`config.mk`:
```
export PLATFORM = sky130hd
export DESIGN_NAME = deadline_timer_queue_top
export DESIGN_NICKNAME = d
export VERILOG_FILES = /design/src/hdl/dtq_pkg.sv /design/src/hdl/dtq_table.sv /design/src/hdl/deadline_timer_queue_top.sv
export SDC_FILE = /design/constraint.sdc
export NUM_CORES = 2
export LEC_CHECK = 0
export BUFFER_PORTS_ARGS = -buffer_cell sky130_fd_sc_hd__buf_2
export CELL_PAD_IN_SITES_DETAIL_PLACEMENT = 0
export CELL_PAD_IN_SITES_GLOBAL_PLACEMENT = 1
export CORE_UTILIZATION = 50
export DETAILED_ROUTE_END_ITERATION = 6
export GPL_ROUTABILITY_DRIVEN = 0
export GPL_TIMING_DRIVEN = 0
export PLACE_DENSITY = 0.74
export SETUP_SLACK_MARGIN = 0.02
export SLEW_MARGIN = 20
export SYNTH_ARGS = -nofsm -noshare
export SYNTH_HDL_FRONTEND = slang
export SYNTH_SLANG_ARGS = --single-unit
```
`constraint.sdc`:
```
create_clock -name clock -period 6.7 [get_ports clock]
set_input_delay 1.005 -clock clock [delete_from_list [all_inputs] [get_ports clock]]
set_output_delay 1.005 -clock clock [all_outputs]
set_load 0.03 [all_outputs]
```
`src/hdl/dtq_pkg.sv`:
```
// Shared constants, codes and types of the deadline timer queue.
`default_nettype none
package dtq_pkg;

   localparam int TABLE_DEPTH_DEF  = 32;
   localparam int TASK_ID_BITS_DEF = 16;
   localparam int MAX_RESULTS      = 32;

   localparam int TIME_W  = 48;
   localparam int STAMP_W = 16;
   localparam int ID_W    = 16;
   localparam int COUNT_W = 6;

   localparam logic [TIME_W-1:0] TIME_MAX = {TIME_W{1'b1}};
   localparam logic [COUNT_W-1:0] COUNT_MAX = {COUNT_W{1'b1}};

   localparam logic [1:0] KIND_TICK   = 2'd0;
   localparam logic [1:0] KIND_SCHED  = 2'd1;
   localparam logic [1:0] KIND_CANCEL = 2'd2;

   localparam logic [2:0] ST_FIRED  = 3'd0;
   localparam logic [2:0] ST_SCHED  = 3'd1;
   localparam logic [2:0] ST_FULL   = 3'd2;
   localparam logic [2:0] ST_CANCEL = 3'd3;
   localparam logic [2:0] ST_NONE   = 3'd4;

   typedef struct packed {
      logic [TIME_W-1:0]  deadline;
      logic [STAMP_W-1:0] stamp;
   } dtq_slot_type;

endpackage
`default_nettype wire

```
`src/hdl/dtq_table.sv`:
```
// Entry store of the timer queue: one write port, one registered read port.
`default_nettype none
module dtq_table
   import dtq_pkg::*;
#(
   parameter int DEPTH  = TABLE_DEPTH_DEF,
   parameter int TID_W  = TASK_ID_BITS_DEF,
   localparam int IDX_W = (DEPTH > 1) ? $clog2(DEPTH) : 1
) (
   input  wire logic             clock,
   input  wire logic             wr_en,
   input  wire logic [IDX_W-1:0] wr_addr,
   input  wire dtq_slot_type     wr_slot,
   input  wire logic [TID_W-1:0] wr_task,
   input  wire logic [IDX_W-1:0] rd_addr,
   output dtq_slot_type          rd_slot,
   output logic      [TID_W-1:0] rd_task
);

   dtq_slot_type     slot_mem [DEPTH];
   logic [TID_W-1:0] task_mem [DEPTH];

   always_ff @(posedge clock) begin
      if (wr_en) begin
         slot_mem[wr_addr] <= wr_slot;
         task_mem[wr_addr] <= wr_task;
      end
      rd_slot <= slot_mem[rd_addr];
      rd_task <= task_mem[rd_addr];
   end

endmodule
`default_nettype wire

```
`src/hdl/deadline_timer_queue_top.sv`:
```
// Top level of the deadline timer queue: sequencer, clock, valid bits and result register.
//
// Usage: one request word on req_* carries a kind (tick, schedule, cancel) with its task,
// delay and elapsed fields. Result words leave on rsp_*, each with a status, task id,
// removal count and a last flag that marks the final word caused by one request.
// Both channels use valid/ready; a word moves when valid and ready are high at a clock edge.
// The block takes one request at a time: req_ready is high only while the sequencer idles.
// Tick and schedule pass one shared 48-bit saturating adder. Schedule then walks the valid
// bits, and tick and cancel walk the table, one slot per cycle; tick and cancel compare
// on the registered read port. Schedule steps: add, free-slot walk, stage, emit.
// Cancel steps: a walk of every slot plus the registered read, stage, emit.
// Tick steps: add, one table walk per fired entry plus a closing walk, and an emit per
// result word; a tick that reaches MAX_RESULTS skips the closing walk.
// A final result waits in the output register while the next request is taken; the
// sequencer stalls only when it must place a new word and the previous one is unread.
// Reset (synchronous, active high) empties the table, zeroes the clock and the insertion
// stamp and drops any result not yet taken; the entry store itself is not cleared.
`default_nettype none
module deadline_timer_queue_top
   import dtq_pkg::*;
#(
   parameter int TABLE_DEPTH  = TABLE_DEPTH_DEF,
   parameter int TASK_ID_BITS = TASK_ID_BITS_DEF
) (
   input  wire logic         clock,
   input  wire logic         reset,
   input  wire logic         req_valid,
   output logic              req_ready,
   input  wire logic [1:0]   req_kind,
   input  wire logic [15:0]  req_task_id,
   input  wire logic [31:0]  req_delay_ms,
   input  wire logic [15:0]  req_elapsed_ms,
   output logic              rsp_valid,
   input  wire logic         rsp_ready,
   output logic [2:0]        rsp_status,
   output logic [15:0]       rsp_fired_id,
   output logic [5:0]        rsp_removed_count,
   output logic              rsp_last
);

   localparam int IDX_W = (TABLE_DEPTH > 1) ? $clog2(TABLE_DEPTH) : 1;
   localparam int CNT_W = $clog2(TABLE_DEPTH + 1);
   localparam int N_W   = $clog2(MAX_RESULTS + 1);
   localparam int TID_W = TASK_ID_BITS;

   localparam logic [CNT_W-1:0] CNT_END = CNT_W'(TABLE_DEPTH);
   localparam logic [N_W-1:0]   N_END   = N_W'(MAX_RESULTS);

   // sequencer states
   localparam logic [2:0] S_IDLE      = 3'd0;
   localparam logic [2:0] S_ADD       = 3'd1;
   localparam logic [2:0] S_SCHED     = 3'd2;
   localparam logic [2:0] S_CANCEL    = 3'd3;
   localparam logic [2:0] S_TICK_NEXT = 3'd4;
   localparam logic [2:0] S_TICK_SCAN = 3'd5;
   localparam logic [2:0] S_EMIT      = 3'd6;

   logic [2:0]         state_ff, state_in;
   logic [2:0]         ret_ff, ret_in;
   logic [1:0]         kind_ff, kind_in;
   logic [TID_W-1:0]   id_ff, id_in;
   logic [TIME_W-1:0]  opb_ff, opb_in;
   logic [TIME_W-1:0]  now_ff, now_in;
   logic [TIME_W-1:0]  sdl_ff, sdl_in;
   logic [STAMP_W-1:0] stamp_ff, stamp_in;
   logic [TABLE_DEPTH-1:0] valid_ff, valid_in;
   logic [CNT_W-1:0]   cnt_ff, cnt_in;
   logic               cmp_vld_ff, cmp_vld_in;
   logic [IDX_W-1:0]   cmp_idx_ff, cmp_idx_in;
   logic [CNT_W-1:0]   rm_ff, rm_in;
   logic               best_found_ff, best_found_in;
   logic [IDX_W-1:0]   best_idx_ff, best_idx_in;
   logic [TIME_W-1:0]  best_dl_ff, best_dl_in;
   logic [STAMP_W-1:0] best_age_ff, best_age_in;
   logic [TID_W-1:0]   best_task_ff, best_task_in;
   logic               pend_ff, pend_in;
   logic [TID_W-1:0]   pend_task_ff, pend_task_in;
   logic [N_W-1:0]     nfire_ff, nfire_in;
   logic [2:0]         res_status_ff, res_status_in;
   logic [ID_W-1:0]    res_id_ff, res_id_in;
   logic [COUNT_W-1:0] res_count_ff, res_count_in;
   logic               res_last_ff, res_last_in;
   logic               rsp_valid_ff, rsp_valid_in;
   logic [2:0]         rsp_status_ff, rsp_status_in;
   logic [ID_W-1:0]    rsp_id_ff, rsp_id_in;
   logic [COUNT_W-1:0] rsp_count_ff, rsp_count_in;
   logic               rsp_last_ff, rsp_last_in;

   // table ports
   logic             wr_en;
   logic [IDX_W-1:0] wr_addr;
   dtq_slot_type     wr_slot;
   logic [IDX_W-1:0] rd_addr;
   dtq_slot_type     rd_slot;
   logic [TID_W-1:0] rd_task;

   // shared unit and walk helpers
   logic [TIME_W:0]    sum_wide;
   logic [TIME_W-1:0]  sum_sat;
   logic [STAMP_W-1:0] age;
   logic               cand;
   logic               better;
   logic               walk_done;
   logic               can_load;
   logic [COUNT_W-1:0] rm_sat;

   dtq_table #(
      .DEPTH (TABLE_DEPTH),
      .TID_W (TID_W)
   ) u_table (
      .clock   (clock),
      .wr_en   (wr_en),
      .wr_addr (wr_addr),
      .wr_slot (wr_slot),
      .wr_task (id_ff),
      .rd_addr (rd_addr),
      .rd_slot (rd_slot),
      .rd_task (rd_task)
   );

   assign req_ready         = (state_ff == S_IDLE);
   assign rsp_valid         = rsp_valid_ff;
   assign rsp_status        = rsp_status_ff;
   assign rsp_fired_id      = rsp_id_ff;
   assign rsp_removed_count = rsp_count_ff;
   assign rsp_last          = rsp_last_ff;

   // saturating clock adder, shared by tick and schedule
   assign sum_wide = {1'b0, now_ff} + {1'b0, opb_ff};
   assign sum_sat  = sum_wide[TIME_W] ? TIME_MAX : sum_wide[TIME_W-1:0];

   assign rd_addr = cnt_ff[IDX_W-1:0];
   assign wr_addr = cnt_ff[IDX_W-1:0];
   assign wr_slot = '{deadline: sdl_ff, stamp: stamp_ff};
   assign wr_en   = (state_ff == S_SCHED) && (cnt_ff != CNT_END) && !valid_ff[wr_addr];

   // one comparator over the slot read last cycle
   assign age    = stamp_ff - rd_slot.stamp;
   assign cand   = cmp_vld_ff && valid_ff[cmp_idx_ff] && (rd_slot.deadline <= now_ff);
   assign better = !best_found_ff || (rd_slot.deadline < best_dl_ff) ||
                   ((rd_slot.deadline == best_dl_ff) && (age > best_age_ff));

   assign walk_done = (cnt_ff == CNT_END) && !cmp_vld_ff;
   assign can_load  = !rsp_valid_ff || rsp_ready;
   assign rm_sat    = (32'(rm_ff) > 32'(COUNT_MAX)) ? COUNT_MAX : COUNT_W'(rm_ff);

   always_comb begin
      state_in      = state_ff;
      ret_in        = ret_ff;
      kind_in       = kind_ff;
      id_in         = id_ff;
      opb_in        = opb_ff;
      now_in        = now_ff;
      sdl_in        = sdl_ff;
      stamp_in      = stamp_ff;
      valid_in      = valid_ff;
      cnt_in        = cnt_ff;
      cmp_vld_in    = 1'b0;
      cmp_idx_in    = cmp_idx_ff;
      rm_in         = rm_ff;
      best_found_in = best_found_ff;
      best_idx_in   = best_idx_ff;
      best_dl_in    = best_dl_ff;
      best_age_in   = best_age_ff;
      best_task_in  = best_task_ff;
      pend_in       = pend_ff;
      pend_task_in  = pend_task_ff;
      nfire_in      = nfire_ff;
      res_status_in = res_status_ff;
      res_id_in     = res_id_ff;
      res_count_in  = res_count_ff;
      res_last_in   = res_last_ff;
      rsp_valid_in  = rsp_valid_ff && !rsp_ready;
      rsp_status_in = rsp_status_ff;
      rsp_id_in     = rsp_id_ff;
      rsp_count_in  = rsp_count_ff;
      rsp_last_in   = rsp_last_ff;

      case (state_ff)
         S_IDLE: begin
            if (req_valid) begin
               kind_in = req_kind;
               id_in   = TID_W'(req_task_id);
               opb_in  = (req_kind == KIND_TICK) ? TIME_W'(req_elapsed_ms)
                                                 : TIME_W'(req_delay_ms);
               cnt_in  = '0;
               rm_in   = '0;
               case (req_kind)
                  KIND_TICK,
                  KIND_SCHED:  state_in = S_ADD;
                  KIND_CANCEL: state_in = S_CANCEL;
                  default:     state_in = S_IDLE;  // unknown kind: drop the word
               endcase
            end
         end

         S_ADD: begin
            if (kind_ff == KIND_TICK) begin
               now_in   = sum_sat;
               nfire_in = '0;
               pend_in  = 1'b0;
               state_in = S_TICK_NEXT;
            end else begin
               sdl_in   = sum_sat;
               state_in = S_SCHED;
            end
         end

         S_SCHED: begin
            // walk the valid bits for the lowest free slot
            if (cnt_ff == CNT_END) begin
               res_status_in = ST_FULL;
               res_id_in     = ID_W'(id_ff);
               res_count_in  = '0;
               res_last_in   = 1'b1;
               ret_in        = S_IDLE;
               state_in      = S_EMIT;
            end else if (wr_en) begin
               valid_in[wr_addr] = 1'b1;
               stamp_in          = stamp_ff + 1'b1;
               res_status_in     = ST_SCHED;
               res_id_in         = ID_W'(id_ff);
               res_count_in      = '0;
               res_last_in       = 1'b1;
               ret_in            = S_IDLE;
               state_in          = S_EMIT;
            end else begin
               cnt_in = cnt_ff + 1'b1;
            end
         end

         S_CANCEL: begin
            if (cnt_ff != CNT_END) begin
               cmp_vld_in = 1'b1;
               cmp_idx_in = cnt_ff[IDX_W-1:0];
               cnt_in     = cnt_ff + 1'b1;
            end
            if (cmp_vld_ff && valid_ff[cmp_idx_ff] && (rd_task == id_ff)) begin
               valid_in[cmp_idx_ff] = 1'b0;
               rm_in                = rm_ff + 1'b1;
            end
            if (walk_done) begin
               res_status_in = ST_CANCEL;
               res_id_in     = ID_W'(id_ff);
               res_count_in  = rm_sat;
               res_last_in   = 1'b1;
               ret_in        = S_IDLE;
               state_in      = S_EMIT;
            end
         end

         S_TICK_NEXT: begin
            if (nfire_ff == N_END) begin
               // result limit reached: close with the held entry
               res_status_in = ST_FIRED;
               res_id_in     = ID_W'(pend_task_ff);
               res_count_in  = '0;
               res_last_in   = 1'b1;
               ret_in        = S_IDLE;
               state_in      = S_EMIT;
            end else begin
               cnt_in        = '0;
               best_found_in = 1'b0;
               state_in      = S_TICK_SCAN;
            end
         end

         S_TICK_SCAN: begin
            if (cnt_ff != CNT_END) begin
               cmp_vld_in = 1'b1;
               cmp_idx_in = cnt_ff[IDX_W-1:0];
               cnt_in     = cnt_ff + 1'b1;
            end
            if (cand && better) begin
               best_found_in = 1'b1;
               best_idx_in   = cmp_idx_ff;
               best_dl_in    = rd_slot.deadline;
               best_age_in   = age;
               best_task_in  = rd_task;
            end
            if (walk_done) begin
               if (best_found_ff) begin
                  // retire the winner now; release the held one as a non-final word
                  valid_in[best_idx_ff] = 1'b0;
                  nfire_in              = nfire_ff + 1'b1;
                  pend_in               = 1'b1;
                  pend_task_in          = best_task_ff;
                  if (pend_ff) begin
                     res_status_in = ST_FIRED;
                     res_id_in     = ID_W'(pend_task_ff);
                     res_count_in  = '0;
                     res_last_in   = 1'b0;
                     ret_in        = S_TICK_NEXT;
                     state_in      = S_EMIT;
                  end else begin
                     state_in = S_TICK_NEXT;
                  end
               end else begin
                  res_status_in = pend_ff ? ST_FIRED : ST_NONE;
                  res_id_in     = pend_ff ? ID_W'(pend_task_ff) : '0;
                  res_count_in  = '0;
                  res_last_in   = 1'b1;
                  ret_in        = S_IDLE;
                  state_in      = S_EMIT;
               end
            end
         end

         S_EMIT: begin
            // hold until the output register is free
            if (can_load) begin
               rsp_valid_in  = 1'b1;
               rsp_status_in = res_status_ff;
               rsp_id_in     = res_id_ff;
               rsp_count_in  = res_count_ff;
               rsp_last_in   = res_last_ff;
               state_in      = ret_ff;
            end
         end

         default: state_in = S_IDLE;
      endcase
   end

   always_ff @(posedge clock) begin
      if (reset) begin
         state_ff      <= S_IDLE;
         ret_ff        <= S_IDLE;
         now_ff        <= '0;
         stamp_ff      <= '0;
         valid_ff      <= '0;
         cnt_ff        <= '0;
         cmp_vld_ff    <= 1'b0;
         rm_ff         <= '0;
         best_found_ff <= 1'b0;
         pend_ff       <= 1'b0;
         nfire_ff      <= '0;
         rsp_valid_ff  <= 1'b0;
      end else begin
         state_ff      <= state_in;
         ret_ff        <= ret_in;
         now_ff        <= now_in;
         stamp_ff      <= stamp_in;
         valid_ff      <= valid_in;
         cnt_ff        <= cnt_in;
         cmp_vld_ff    <= cmp_vld_in;
         rm_ff         <= rm_in;
         best_found_ff <= best_found_in;
         pend_ff       <= pend_in;
         nfire_ff      <= nfire_in;
         rsp_valid_ff  <= rsp_valid_in;
      end
   end

   // payload registers, no reset
   always_ff @(posedge clock) begin
      kind_ff       <= kind_in;
      id_ff         <= id_in;
      opb_ff        <= opb_in;
      sdl_ff        <= sdl_in;
      cmp_idx_ff    <= cmp_idx_in;
      best_idx_ff   <= best_idx_in;
      best_dl_ff    <= best_dl_in;
      best_age_ff   <= best_age_in;
      best_task_ff  <= best_task_in;
      pend_task_ff  <= pend_task_in;
      res_status_ff <= res_status_in;
      res_id_ff     <= res_id_in;
      res_count_ff  <= res_count_in;
      res_last_ff   <= res_last_in;
      rsp_status_ff <= rsp_status_in;
      rsp_id_ff     <= rsp_id_in;
      rsp_count_ff  <= rsp_count_in;
      rsp_last_ff   <= rsp_last_in;
   end

`ifndef ASSERT_OFF
   a_fire_limit: assert property (@(posedge clock) disable iff (reset)
      nfire_ff <= N_END)
      else $error("tick fired more entries than the result limit");

   a_write_free: assert property (@(posedge clock) disable iff (reset)
      wr_en |-> !valid_ff[wr_addr])
      else $error("schedule overwrote a live slot");

   a_write_sets: assert property (@(posedge clock) disable iff (reset)
      wr_en |=> valid_ff[$past(wr_addr)])
      else $error("scheduled slot not marked valid");

   a_none_last: assert property (@(posedge clock) disable iff (reset)
      (rsp_valid_ff && (rsp_status_ff == ST_NONE)) |-> (rsp_last_ff && (rsp_id_ff == '0)))
      else $error("nothing-due word must be final with zero id");

   a_count_cancel: assert property (@(posedge clock) disable iff (reset)
      (rsp_valid_ff && (rsp_count_ff != '0)) |-> (rsp_status_ff == ST_CANCEL))
      else $error("removal count on a non-cancel word");
`endif

endmodule
`default_nettype wire

```
==> impl_summary.log <==
INFO  metric status = finished, final reports clean
INFO  metric asyncSetResetFlopFracSynth = 0%
INFO  metric wirelength = 339000 µm
INFO  metric first_pass_grt_wire_length = 472000 µm
INFO  metric synth_cell_type_count = 80
INFO  metric number_of_antenna_violations_at_the_first_check_in_global_routing = 18
INFO  metric area_growth_syn_to_layout = 16.7%
INFO  metric detailedPlacementHpwl = 227000 µm
INFO  metric number_of_buffers_and_inverters_on_the_critical_path = 10
INFO  metric avgRoutedWirePerCell = 34.1 µm
INFO  metric num-nets-final = 6799
INFO  metric total_die_area = 0.239 mm²
INFO  metric max-clock-path-buffers = 4
INFO  metric synth.yosys.seq_area_share = 74.9%
INFO  metric setup-violations-final = 0
INFO  metric syn-cell-area = 0.118 mm²
INFO  metric drt_iter0_markers = 9068
INFO  metric p_per_area = 341 mW/mm²
INFO  metric drt-pass1-iter-count = 6
INFO  metric post_synthesis_average_cell_area = 20.0 µm²
INFO  metric timing_hold_violations_final = 0
INFO  metric worstSetupStartpointType = register
INFO  metric vdd_drop_max = 0.319 mV
INFO  metric min_from = req_task_id[6]
INFO  metric maxClockFrequency = 0.150 GHz
INFO  metric critical_path_peak_fanout = 19
INFO  metric initial_utilization = 50.3%
INFO  metric cts-buffers-inserted = 317
INFO  metric critPathMostFrequentCell = sky130_fd_sc_hd__buf_16
INFO  metric core_area = 0.235 mm²
INFO  metric dominantRegCellSynth = sky130_fd_sc_hd__edfxtp_1
INFO  metric grt_pass1_vias = 62800
INFO  metric worst_r2r_startpoint = cnt_ff[0]
INFO  metric h-tree-depth = 5
INFO  metric place_inst = 9381
INFO  metric cell_family_with_most_cp_delay = buffers and inverters
INFO  metric tightestPinTransition = 1310 ps
INFO  metric cts_sinks = 3018
INFO  metric timing.critical_path.slowest_cell_delay = 810 ps
INFO  metric crit_type = register to register
INFO  metric clockRootBuffer = sky130_fd_sc_hd__clkbuf_16
INFO  metric finish.cell_count_without_fillers = 9959
INFO  metric clock_slew_seen_by_the_registers_of_the_worst_setup_and_hold_paths = 60 ps
INFO  metric util_after_layout = 58.7%
INFO  metric slew_violations = 0
INFO  metric layout_commonest_cell = sky130_fd_sc_hd__edfxtp_1
INFO  metric most-common-layout-cells = sky130_fd_sc_hd__edfxtp_1, sky130_fd_sc_hd__mux4_2, sky130_fd_sc_hd__clkbuf_16, sky130_fd_sc_hd__clkbuf_1, sky130_fd_sc_hd__mux2i_1
INFO  metric worstPathCellList = clkbuf_1 -> buf_2 -> clkbuf_2 -> buf_16 -> clkbuf_2 -> inv_1 -> ha_1 -> nand3_1 -> o211ai_2 -> nor2_4 -> nand3_1 -> nor2_4 -> buf_12 -> buf_16 -> buf_16 -> buf_12
INFO  metric post_drt_via_cell_ratio = 6.43
INFO  metric rsz_0062_raised_after_global_routing = false
INFO  metric global_route.usage.total = 28.5%
INFO  metric whs = 230 ps
INFO  metric ys_warn_count = 0
INFO  metric drive_above_1_share = 23.9%
INFO  metric final_min_period_over_clock_period = 99.2%
INFO  metric synth_edf_count = 2816
INFO  metric vias = 64000
INFO  metric die_h = 488 µm
INFO  metric cp.arrival = 7260 ps
INFO  metric timing.critical_path.to_type = register
INFO  metric slew-limit-headroom = 12.4%
INFO  metric mappedNetlistNets = 6165
INFO  metric grt_start_max_net_pins = 41
INFO  metric insertion_delay_of_the_later_clocked_pin_in_the_worst_skew_pair = 960 ps
INFO  metric remaining_drc_errors = 0
INFO  metric floorplan.rows = 178
INFO  metric clock_tree_skew_after_final_layout = 65.9 ps
INFO  metric chipWidth = 488 µm
INFO  metric p_leak = 0.0452 µW
INFO  metric portBuffers = 96
INFO  metric detail-route-antenna-nets = 0
INFO  metric boundaryPins = 98
INFO  metric nFillCells = 16900
INFO  metric hold_path.class = input port to register
INFO  metric maxCapViolations = 0
INFO  metric critical_path_origin = cnt_ff[0]
INFO  metric postSynthRegisterBits = 3018
INFO  metric grt_overflow_total = 0
INFO  metric layout_min_cycle_time = 6650 ps
INFO  metric required_time_reported_for_the_critical_path_endpoint = 7320 ps
INFO  metric netlist_instances = 5926
INFO  metric tritoncts_clock_tree = done
INFO  metric cp_slowest_cell = sky130_fd_sc_hd__nor2_4
[cell usage after synthesis (19+ instances only)]
library cell,count,share of area (%)
sky130_fd_sc_hd__and3_1,23,0.12
sky130_fd_sc_hd__dfxtp_1,202,3.4
sky130_fd_sc_hd__nor3_1,59,0.25
sky130_fd_sc_hd__a21o_1,63,0.40
sky130_fd_sc_hd__o22a_1,56,0.41
sky130_fd_sc_hd__buf_1,94,0.30
sky130_fd_sc_hd__clkbuf_1,167,0.53
sky130_fd_sc_hd__mux2_2,25,0.24
sky130_fd_sc_hd__mux2i_1,192,1.6
sky130_fd_sc_hd__o21ai_0,55,0.23
sky130_fd_sc_hd__a31oi_1,28,0.15
sky130_fd_sc_hd__ha_1,167,1.8
sky130_fd_sc_hd__inv_1,164,0.52
sky130_fd_sc_hd__xnor2_1,40,0.30
sky130_fd_sc_hd__buf_2,19,0.080
sky130_fd_sc_hd__a311oi_1,34,0.25
sky130_fd_sc_hd__a22o_1,22,0.16
sky130_fd_sc_hd__nor2_1,174,0.55
sky130_fd_sc_hd__nand2_1,120,0.38
sky130_fd_sc_hd__o211ai_1,66,0.42
sky130_fd_sc_hd__a21oi_1,144,0.61
sky130_fd_sc_hd__nand4_1,49,0.26
sky130_fd_sc_hd__mux4_2,646,12
sky130_fd_sc_hd__edfxtp_1,2816,71
sky130_fd_sc_hd__nand3_1,42,0.18
sky130_fd_sc_hd__a22oi_1,164,1.0
sky130_fd_sc_hd__nor2b_1,35,0.19
sky130_fd_sc_hd__xor2_1,44,0.33
sky130_fd_sc_hd__o21a_1,21,0.13
[repair_timing]
item	CTS	global route
hold endpoints to repair	0	0
resized for setup	1	2
endpoints found under the setup margin	166	134
setup buffers	0	6
pin swaps	1	3
hold buffers	0	0
[final timing paths]
kind                                            endpoint  slack (ps)  depth (start not counted)
worst max-delay path            u_table.slot_mem[23][45]          50                         16
worst min-delay path                            id_ff[6]         230                          1
worst max register to register  u_table.slot_mem[23][45]          50                         16
worst min register to register             rsp_status[2]         420                          0
[area by class of cell]
class,instances,area [µm²],share of cell area [%]
well taps,3150,3940,2.86
inverters,165,621,0.450
diodes,12,30.0,0.0218
clock buffers,419,8680,6.29
repair buffers,316,5200,3.77
plain buffers,289,1260,0.914
multi-input cells,2453,28200,20.4
clock inverters,137,1520,1.10
flip-flops and latches,3018,88600,64.2
[routing by layer]
| metal | track usage (%) | wire [µm] |
|---|---|---|
| met5 | 0 | 76 |
| met4 | 9.19 | 11200 |
| met3 | 7.71 | 40000 |
| met2 | 44.6 | 159000 |
| met1 | 39.0 | 129000 |
[state kept, by name (all words and copies together), names as in the netlist, 32 cells and up]
name	flops
sdl_ff	48
u_table.slot_mem	2048
best_dl_ff	48
opb_ff	32
now_ff	48
u_table.rd_slot	64
valid_ff	32
u_table.task_mem	512
[where the power goes]
part	switching (µW)	total (µW)	internal (µW)	leakage, µW
clock network	7140	17500	10300	0.00497
logic	3800	6540	2740	0.0130
registers	1030	23100	22000	0.0272
[metrics by stage]
stage / setup WS [ps] / instance area, µm² / setup TNS, ps / power, µW
finish: 54.3 / 138000 / 0 / 47100
global route: 30.7 / 138000 / 0 / 48400
CTS: 56.3 / 138000 / 0 / 47200
detailed placement: -170 / 128000 / -14000 / 29900
global placement: -8630 / 123000 / - / 29600
floorplan: 30.1 / 118000 / 0 / 27200
[kinds of logic after synthesis]
family	after synthesis	synth area share, %
adder cells (fa/ha/maj)	169	1.80
flip-flops	3018	74.9
buffers and inverters	455	1.51
AND/OR/NAND/NOR	591	2.47
multiplexers	863	14.2
AO/OA/AOI/OAI	746	4.52
XOR/XNOR	84	0.622
Note: power is estimated with default switching activity, not from simulation.
